--- src/hw/rtl/rce_pkg.sv ---
// shared types and constants for the reference-counted entry cache
// no dependencies
`default_nettype none
package rce_pkg;
  localparam int CAPACITY_DEF = 32;
  localparam int REF_BITS_DEF = 16;
  localparam int KEY_W        = 48;
  localparam int ADDR_W       = 32;
  localparam int PORT_W       = 16;
  localparam int MAX_W        = 6;
  localparam int STATUS_W     = 3;
  localparam logic [MAX_W-1:0] MAX_RESET = 6'd16;

  localparam logic [STATUS_W-1:0] ST_HIT      = 3'd0;
  localparam logic [STATUS_W-1:0] ST_INSERTED = 3'd1;
  localparam logic [STATUS_W-1:0] ST_HELD     = 3'd2;
  localparam logic [STATUS_W-1:0] ST_FREED    = 3'd3;
  localparam logic [STATUS_W-1:0] ST_UNKNOWN  = 3'd4;
  localparam logic [STATUS_W-1:0] ST_FULL     = 3'd5;

  // broadcast control from the sequencer to every cell
  typedef struct packed {
    logic match;
    logic update;
    logic evict;
    logic hit_write;
    logic unlink;
    logic append;
    logic insert;
  } cell_cmd_t;
endpackage
`default_nettype wire

--- src/hw/rtl/rce_cell.sv ---
// one table entry: key, count, validity and its place in the free queue
// depends on rce_pkg
`default_nettype none
module rce_cell #(
  parameter int REF_BITS = rce_pkg::REF_BITS_DEF,
  parameter int RANK_W   = 6
) (
  input  wire                        clk,
  input  wire                        rst_n,
  input  rce_pkg::cell_cmd_t         cmd,
  input  wire [rce_pkg::KEY_W-1:0]   key_i,
  input  wire [REF_BITS-1:0]         refs_new_i,
  input  wire [RANK_W-1:0]           rank_arg_i,
  input  wire [RANK_W-1:0]           append_rank_i,
  input  wire                        seen_in,
  output logic                       seen_out,
  output logic                       hit_o,
  output logic                       first_o,
  output logic [REF_BITS-1:0]        refs_o,
  output logic [RANK_W-1:0]          rank_o
);
  logic                      valid_r, free_r, hit_r, first_r;
  logic [rce_pkg::KEY_W-1:0] key_r;
  logic [REF_BITS-1:0]       refs_r;
  logic [RANK_W-1:0]         rank_r;

  // empty-slot priority token runs down the row
  assign seen_out = seen_in | ~valid_r;
  assign hit_o    = hit_r;
  assign first_o  = first_r;
  assign refs_o   = refs_r & {REF_BITS{hit_r}};
  assign rank_o   = rank_r & {RANK_W{hit_r}};

  always_ff @(posedge clk) begin
    if (!rst_n) begin
      valid_r <= 1'b0;
      free_r  <= 1'b0;
    end else if (cmd.update) begin
      if (hit_r && cmd.hit_write) begin
        if (cmd.unlink) free_r <= 1'b0;
        if (cmd.append) free_r <= 1'b1;
      end
      if (first_r && cmd.insert) begin
        valid_r <= 1'b1;
        free_r  <= 1'b0;
      end
    end else if (cmd.evict) begin
      if (free_r && rank_r < rank_arg_i) begin
        valid_r <= 1'b0;
        free_r  <= 1'b0;
      end
    end
  end

  always_ff @(posedge clk) begin
    if (cmd.match) begin
      hit_r   <= valid_r && (key_r == key_i);
      first_r <= ~valid_r & ~seen_in;
    end
    if (cmd.update) begin
      if (hit_r && cmd.hit_write) begin
        refs_r <= refs_new_i;
        if (cmd.append) rank_r <= append_rank_i;
      end else if (cmd.unlink && free_r && rank_r > rank_arg_i) begin
        // close the gap left in the queue
        rank_r <= rank_r - 1'b1;
      end
      if (first_r && cmd.insert) begin
        key_r  <= key_i;
        refs_r <= {{(REF_BITS-1){1'b0}}, 1'b1};
      end
    end else if (cmd.evict) begin
      if (free_r && rank_r >= rank_arg_i) rank_r <= rank_r - rank_arg_i;
    end
  end
endmodule
`default_nettype wire

--- src/hw/rtl/refcounted_entry_cache.sv ---
// top level: sequencer driving a row of entry cells
// depends on rce_pkg and rce_cell
// flow: a start transfer is taken only in idle, then the request passes the match, update
// and evict states across the cell row, then the result register, which raises the result strobe
// busy is high from each start until the sequencer is back in idle; results cannot be stalled
// reset empties the table and sets max_entries to 16
`default_nettype none
module refcounted_entry_cache #(
  parameter int CAPACITY = rce_pkg::CAPACITY_DEF,
  parameter int REF_BITS = rce_pkg::REF_BITS_DEF,
  localparam int SLOT_W  = (CAPACITY > 1) ? $clog2(CAPACITY) : 1,
  localparam int CNT_W   = $clog2(CAPACITY + 1)
) (
  input  wire                          clk,
  input  wire                          rst_n,
  input  wire                          start,
  output logic                         busy,
  input  wire                          in_action,
  input  wire [rce_pkg::ADDR_W-1:0]    in_address,
  input  wire [rce_pkg::PORT_W-1:0]    in_port,
  input  wire                          cfg_we,
  input  wire [rce_pkg::MAX_W-1:0]     cfg_wdata,
  output logic                         out_strobe,
  output logic [rce_pkg::STATUS_W-1:0] out_status,
  output logic [SLOT_W-1:0]            out_slot,
  output logic [REF_BITS-1:0]          out_ref_count,
  output logic [CNT_W-1:0]             out_evicted,
  output logic [CNT_W-1:0]             out_occupancy
);
  localparam int CW = (CNT_W > rce_pkg::MAX_W) ? CNT_W : rce_pkg::MAX_W;

  typedef enum logic [3:0] {
    S_IDLE   = 4'b0001,
    S_MATCH  = 4'b0010,
    S_UPDATE = 4'b0100,
    S_EVICT  = 4'b1000
  } state_t;

  state_t state_r, state_nxt;
  logic [rce_pkg::MAX_W-1:0] max_r;
  logic                      action_r;
  logic [rce_pkg::KEY_W-1:0] key_r;
  logic [CNT_W-1:0]          count_r, count_nxt, freecnt_r, freecnt_nxt;
  logic [rce_pkg::STATUS_W-1:0] status_r, status_nxt;
  logic [SLOT_W-1:0]         slot_r, slot_nxt;
  logic [REF_BITS-1:0]       refs_r, refs_nxt;

  rce_pkg::cell_cmd_t     cmd;
  logic [CAPACITY:0]      seen;
  logic [CAPACITY-1:0]    hit_v, first_v;
  logic [REF_BITS-1:0]    cell_refs [CAPACITY];
  logic [CNT_W-1:0]       cell_rank [CAPACITY];
  logic [REF_BITS-1:0]    refs_old, refs_new;
  logic [CNT_W-1:0]       rank_hit, rank_arg, evict_k;
  logic [SLOT_W-1:0]      hit_slot, first_slot;
  logic                   found, has_empty;
  logic [CW-1:0]          cnt_x, max_x, over;

  assign seen[0] = 1'b0;

  for (genvar i = 0; i < CAPACITY; i++) begin : g_cell
    rce_cell #(.REF_BITS(REF_BITS), .RANK_W(CNT_W)) u_cell (
      .clk(clk), .rst_n(rst_n), .cmd(cmd), .key_i(key_r),
      .refs_new_i(refs_new), .rank_arg_i(rank_arg), .append_rank_i(freecnt_r),
      .seen_in(seen[i]), .seen_out(seen[i+1]), .hit_o(hit_v[i]), .first_o(first_v[i]),
      .refs_o(cell_refs[i]), .rank_o(cell_rank[i])
    );
  end

  // hits are one-hot, first_v is one-hot or empty: plain or-reduction
  always_comb begin
    refs_old   = '0;
    rank_hit   = '0;
    hit_slot   = '0;
    first_slot = '0;
    for (int i = 0; i < CAPACITY; i++) begin
      refs_old = refs_old | cell_refs[i];
      rank_hit = rank_hit | cell_rank[i];
      if (hit_v[i])   hit_slot   = hit_slot   | SLOT_W'(i);
      if (first_v[i]) first_slot = first_slot | SLOT_W'(i);
    end
  end

  assign found     = |hit_v;
  assign has_empty = |first_v;
  assign cnt_x     = CW'(count_r);
  assign max_x     = CW'(max_r);
  assign over      = cnt_x - max_x;

  always_comb begin
    evict_k = '0;
    if (cnt_x > max_x) begin
      evict_k = (over > CW'(freecnt_r)) ? freecnt_r : CNT_W'(over);
    end
  end

  always_comb begin
    cmd         = '0;
    refs_new    = refs_old;
    rank_arg    = rank_hit;
    count_nxt   = count_r;
    freecnt_nxt = freecnt_r;
    status_nxt  = status_r;
    slot_nxt    = slot_r;
    refs_nxt    = refs_r;
    state_nxt   = state_r;
    case (state_r)
      S_IDLE: begin
        if (start) state_nxt = S_MATCH;
      end
      S_MATCH: begin
        cmd.match = 1'b1;
        state_nxt = S_UPDATE;
      end
      S_UPDATE: begin
        cmd.update = 1'b1;
        state_nxt  = S_EVICT;
        slot_nxt   = '0;
        refs_nxt   = '0;
        if (!action_r) begin
          if (found) begin
            cmd.hit_write = 1'b1;
            if (refs_old == '0) begin
              cmd.unlink  = 1'b1;
              freecnt_nxt = freecnt_r - 1'b1;
            end
            // count saturates
            if (refs_old != {REF_BITS{1'b1}}) refs_new = refs_old + 1'b1;
            status_nxt = rce_pkg::ST_HIT;
            slot_nxt   = hit_slot;
            refs_nxt   = refs_new;
          end else if (has_empty) begin
            cmd.insert = 1'b1;
            count_nxt  = count_r + 1'b1;
            status_nxt = rce_pkg::ST_INSERTED;
            slot_nxt   = first_slot;
            refs_nxt   = {{(REF_BITS-1){1'b0}}, 1'b1};
          end else begin
            status_nxt = rce_pkg::ST_FULL;
          end
        end else begin
          if (!found) begin
            status_nxt = rce_pkg::ST_UNKNOWN;
          end else if (refs_old == '0) begin
            status_nxt = rce_pkg::ST_UNKNOWN;
            slot_nxt   = hit_slot;
          end else begin
            cmd.hit_write = 1'b1;
            refs_new      = refs_old - 1'b1;
            slot_nxt      = hit_slot;
            refs_nxt      = refs_new;
            if (refs_new == '0) begin
              cmd.append  = 1'b1;
              freecnt_nxt = freecnt_r + 1'b1;
              status_nxt  = rce_pkg::ST_FREED;
            end else begin
              status_nxt = rce_pkg::ST_HELD;
            end
          end
        end
      end
      S_EVICT: begin
        cmd.evict   = 1'b1;
        rank_arg    = evict_k;
        count_nxt   = count_r - evict_k;
        freecnt_nxt = freecnt_r - evict_k;
        state_nxt   = S_IDLE;
      end
      default: state_nxt = S_IDLE;
    endcase
  end

  assign busy = (state_r != S_IDLE);

  always_ff @(posedge clk) begin
    if (!rst_n) begin
      state_r    <= S_IDLE;
      max_r      <= rce_pkg::MAX_RESET;
      count_r    <= '0;
      freecnt_r  <= '0;
      out_strobe <= 1'b0;
    end else begin
      state_r    <= state_nxt;
      count_r    <= count_nxt;
      freecnt_r  <= freecnt_nxt;
      out_strobe <= (state_r == S_EVICT);
      if (cfg_we) max_r <= cfg_wdata;
    end
  end

  always_ff @(posedge clk) begin
    if (start && !busy) begin
      action_r <= in_action;
      key_r    <= {in_address, in_port};
    end
    status_r <= status_nxt;
    slot_r   <= slot_nxt;
    refs_r   <= refs_nxt;
    if (state_r == S_EVICT) begin
      out_status    <= status_r;
      out_slot      <= slot_r;
      out_ref_count <= refs_r;
      out_evicted   <= evict_k;
      out_occupancy <= count_nxt;
    end
  end
endmodule
`default_nettype wire

--- config.mk ---
export PLATFORM = sky130hd
export DESIGN_NAME = refcounted_entry_cache
export DESIGN_NICKNAME = d
export VERILOG_FILES = /design/src/hw/rtl/rce_pkg.sv /design/src/hw/rtl/rce_cell.sv /design/src/hw/rtl/refcounted_entry_cache.sv
export SDC_FILE = /design/constraint.sdc
export NUM_CORES = 2
export LEC_CHECK = 0
export ABC_AREA = 0
export BUFFER_PORTS_ARGS = -buffer_cell sky130_fd_sc_hd__buf_2
export CAP_MARGIN = 20
export CORE_ASPECT_RATIO = 1.2
export CORE_MARGIN = 2
export CORE_UTILIZATION = 35
export CTS_BUF_LIST = sky130_fd_sc_hd__clkbuf_4
export DETAILED_ROUTE_END_ITERATION = 8
export PLACE_DENSITY = 0.6
export SYNTH_ARGS = -nofsm -noshare
export SYNTH_HDL_FRONTEND = slang
export SYNTH_SLANG_ARGS = --single-unit
export TNS_END_PERCENT = 1
--- constraint.sdc ---
create_clock -name clk -period 7.9 [get_ports clk]
set_input_delay 1.58 -clock clk [delete_from_list [all_inputs] [get_ports clk]]
set_output_delay 1.58 -clock clk [all_outputs]
set_load 0.1 [all_outputs]
==> impl_metrics.py <==
metrics = {
    "synth": {
        "synth_ff_type": "edfxtp_1",
        "synth-edff-count": 2413,
        "yosysUniqueCellTypes": 84,
        "ys_seq_area_share_pct": 62.41,
        "ys_seq_elements": 2500,
        "synth_nets": 9292,
        "yosysWarnings": 0,
        "synth_area_um2": 118900,
        "synthCells": 8947,
        "avgSynthCellArea_um2": 13.29,
        "async_flop_share_pct": 0,
    },
    "timing": {
        "finClkSkew_ns": 0.1229,
        "fin_setup_tns_ns": 0,
        "post-route-period-util_pct": 88.44,
        "hold_viol": 0,
        "fmax_ghz": 0.1431,
        "rsz0062_at_grt": "no",
        "min_period_ns": 6.987,
        "hold_ws_ns": 0.1787,
        "setup_slack_ns": 0.9130,
        "setup_viol": 0,
        "drv_slew": 0,
        "relSlewSlack_pct": 9.867,
        "worstMarginPinSlew_ns": 1.352,
    },
    "pwr": {
        "max-vdd-ir-drop_v": 0.0001527,
        "p_per_area_nw_per_um2": 206.7,
        "power_leakage_nw": 45.46,
    },
    "cts": {
        "clock_latency_ns": 1.61,
        "clk_pin_slew_worst_paths_ns": 0.07,
        "clock-sinks": 2500,
        "cts_tree": "done",
        "hold_buffers": 0,
        "ctsLongestPathBuffers": 4,
        "htreeDepth": 6,
        "cts_resized": 0,
        "cts_root_buffer": "clkbuf_4",
        "cts_setup_buffers": 0,
        "numCtsBuffers": 670,
    },
    "grt": {
        "grt_remaining_overflow": 0,
        "grt_first_pass_wirelength_um": 590500,
        "antenna_found_initial": 19,
        "grt_use_total_pct": 23.54,
        "grt_use_met1_pct": 30.30,
        "busiest_layer": "met2",
        "use_met3_pct": 4.791,
        "grt_pass1_vias": 82276,
        "met2_usage_pct": 37.33,
        "grt_max_degree": 203,
    },
    "hold_path": {
        "min_from": "in_port[0]",
        "min_path_type": "in2reg",
        "min_path_cells": 1,
    },
    "cells_and_area": {
        "stdcell_count": 14433,
        "syn2layout_area_growth_pct": 13.24,
        "drive_gt1_share_pct": 16.93,
        "nets": 9782,
        "final_common_cell": "edfxtp_1",
        "final_cell_mix": "edfxtp_1, clkbuf_4, xor2_1",
    },
    "routing": {
        "drt-total-wl_um": 417900,
        "final_antenna_net_count": 0,
        "via_count": 83730,
        "drt_first_pass_iters": 7,
        "drc": 0,
        "avgRoutedWirePerCell_um": 28.95,
        "drt_iter0_markers": 10429,
        "avgViaCountPerCell": 5.801,
    },
    "worst_setup_path": {
        "r2r_start": "cnt_x[0]",
        "end_kind": "register",
        "critical_path_arrival_ns": 8.14,
        "critPathMaxStageDelay_ns": 0.97,
        "critPathMaxFanout": 18,
        "required_ns": 9.06,
        "r2r_cells": 25,
        "startpoint_type": "register",
        "critPathKind": "reg2reg",
        "crit_start": "cnt_x[0]",
        "cp_common_cell": "a21o_1",
        "cp_slowest_cell": "a21boi_4",
    },
    "die": {
        "fp.dieArea_um2": 344400,
        "fp.dieW_um": 536.1,
        "die_h_um": 642.5,
        "start_util_pct": 35.13,
        "io_pins": 97,
        "rows": 234,
        "core_area_um2": 338500,
    },
    "place": {
        "numPortBuffers": 96,
        "pre_cts_slack_ns": 1.107,
        "place.gp.congestion": 0.9531,
        "place_inst": 13239,
        "dpl.hpwl_um": 254400,
    },
    "run_status": {
        "outcome": "complete, no violations",
    },
    "flow_run": {
        "maxCapViolCount": 0,
    },
}
[cell usage after synthesis, types with 195 or more instances]
library cell     n  area [um^2]
edfxtp_1      2413        72460
xor2_1         901         7891
xnor2_1        670         5868
nand2_1        463         1738
o21ai_0        386         1932
clkbuf_1       374         1404
a22oi_1        338         2537
nand4_1        301         1883
nor4_1         258         1614
ha_1           251         3141
inv_1          227        852.1
nor2_1         195        732.0
[critical path: cells and delay by family, from the launching register on]
kind                     cells  cell delay (ns)
flip-flops                   1             0.34
AND/OR/NAND/NOR              2             0.17
buffers and inverters        4             0.49
XOR/XNOR                     1             0.17
AO/OA/AOI/OAI               13             4.02
adder cells (fa/ha/maj)      5             1.33
[layer usage]
metal / vias up / part of all wire (%)
li1: 35541 / -
met1: 42239 / 39
met3: 1169 / 9.6
met4: 8 / 5.9
met2: 4773 / 46
met5: - / 0.015
[power breakdown]
group	switching [mW]	leakage (nW)	total, mW	internal, mW
Combinational	1.05	18.3	1.47	0.423
Clock	5.66	5.12	11.8	6.14
Sequential	0.0331	22.1	14.6	14.5
Total	6.75	45.5	27.8	21.1
[kinds of logic (layout without fill, tap and decap cells)]
family / after synthesis / in the layout / synth area share, %
adders and majority gates: 286 / 286 / 3.231
DFF: 2500 / 2500 / 62.41
AOI/OAI and AO/OA: 1946 / 1946 / 11.67
xor gates and xnor gates: 1571 / 1571 / 11.57
other: 0 / 15 / 0
muxes: 32 / 32 / 0.2726
and+or+nand+nor: 1762 / 1762 / 7.942
buffers and inverters: 850 / 1837 / 2.902
[final cells by class]
type | instances | area [um^2]
Sequential cell | 2500 | 74210
Clock buffer | 1002 | 7522
Inverter | 237 | 899.6
Fill cell | 31863 | 203800
Antenna cell | 15 | 37.54
Clock inverter | 167 | 1130
Multi-Input combinational cell | 5597 | 41580
Tap cell | 4484 | 5610
Timing Repair Buffer | 431 | 3654
[per-stage QoR]
| stage | utilization (%) | instance area [um^2] | power (mW) |
|---|---|---|---|
| floorplan | - | 118900 | 15.66 |
| global placement | 37.12 | 125600 | 16.27 |
| detailed placement | 37.15 | 125700 | 16.30 |
| CTS | 39.71 | 134400 | 28.02 |
| global route | 39.77 | 134600 | 28.73 |
| finish | 39.78 | 134600 | 27.82 |
[final timing paths]
check                           slack, ns                     endpoint
worst max-delay path                 0.91  g_cell[28].u_cell.rank_r[2]
worst min-delay path                 0.18                     key_r[0]
worst max register to register       0.91  g_cell[28].u_cell.rank_r[2]
worst min register to register       0.39            out_ref_count[14]
[sequential cells by signal (all words and copies together) (netlist names), 4 cells and up]
| signal | count |
|---|---|
| g_cell.u_cell.rank_r | 192 |
| g_cell.u_cell.hit_o | 32 |
| state_r | 4 |
| g_cell.u_cell.refs_r | 512 |
| g_cell.u_cell.valid_r | 32 |
| max_r | 6 |
| out_ref_count | 16 |
| out_slot | 5 |
| refs_r | 16 |
| out_occupancy | 6 |
| slot_r | 5 |
| g_cell.u_cell.key_r | 1536 |
| freecnt_r | 6 |
| g_cell.u_cell.first_o | 32 |
| g_cell.u_cell.free_r | 32 |
| key_r | 48 |
| cnt_x | 6 |
| out_evicted | 6 |
Power figures use the tool's default switching activity.
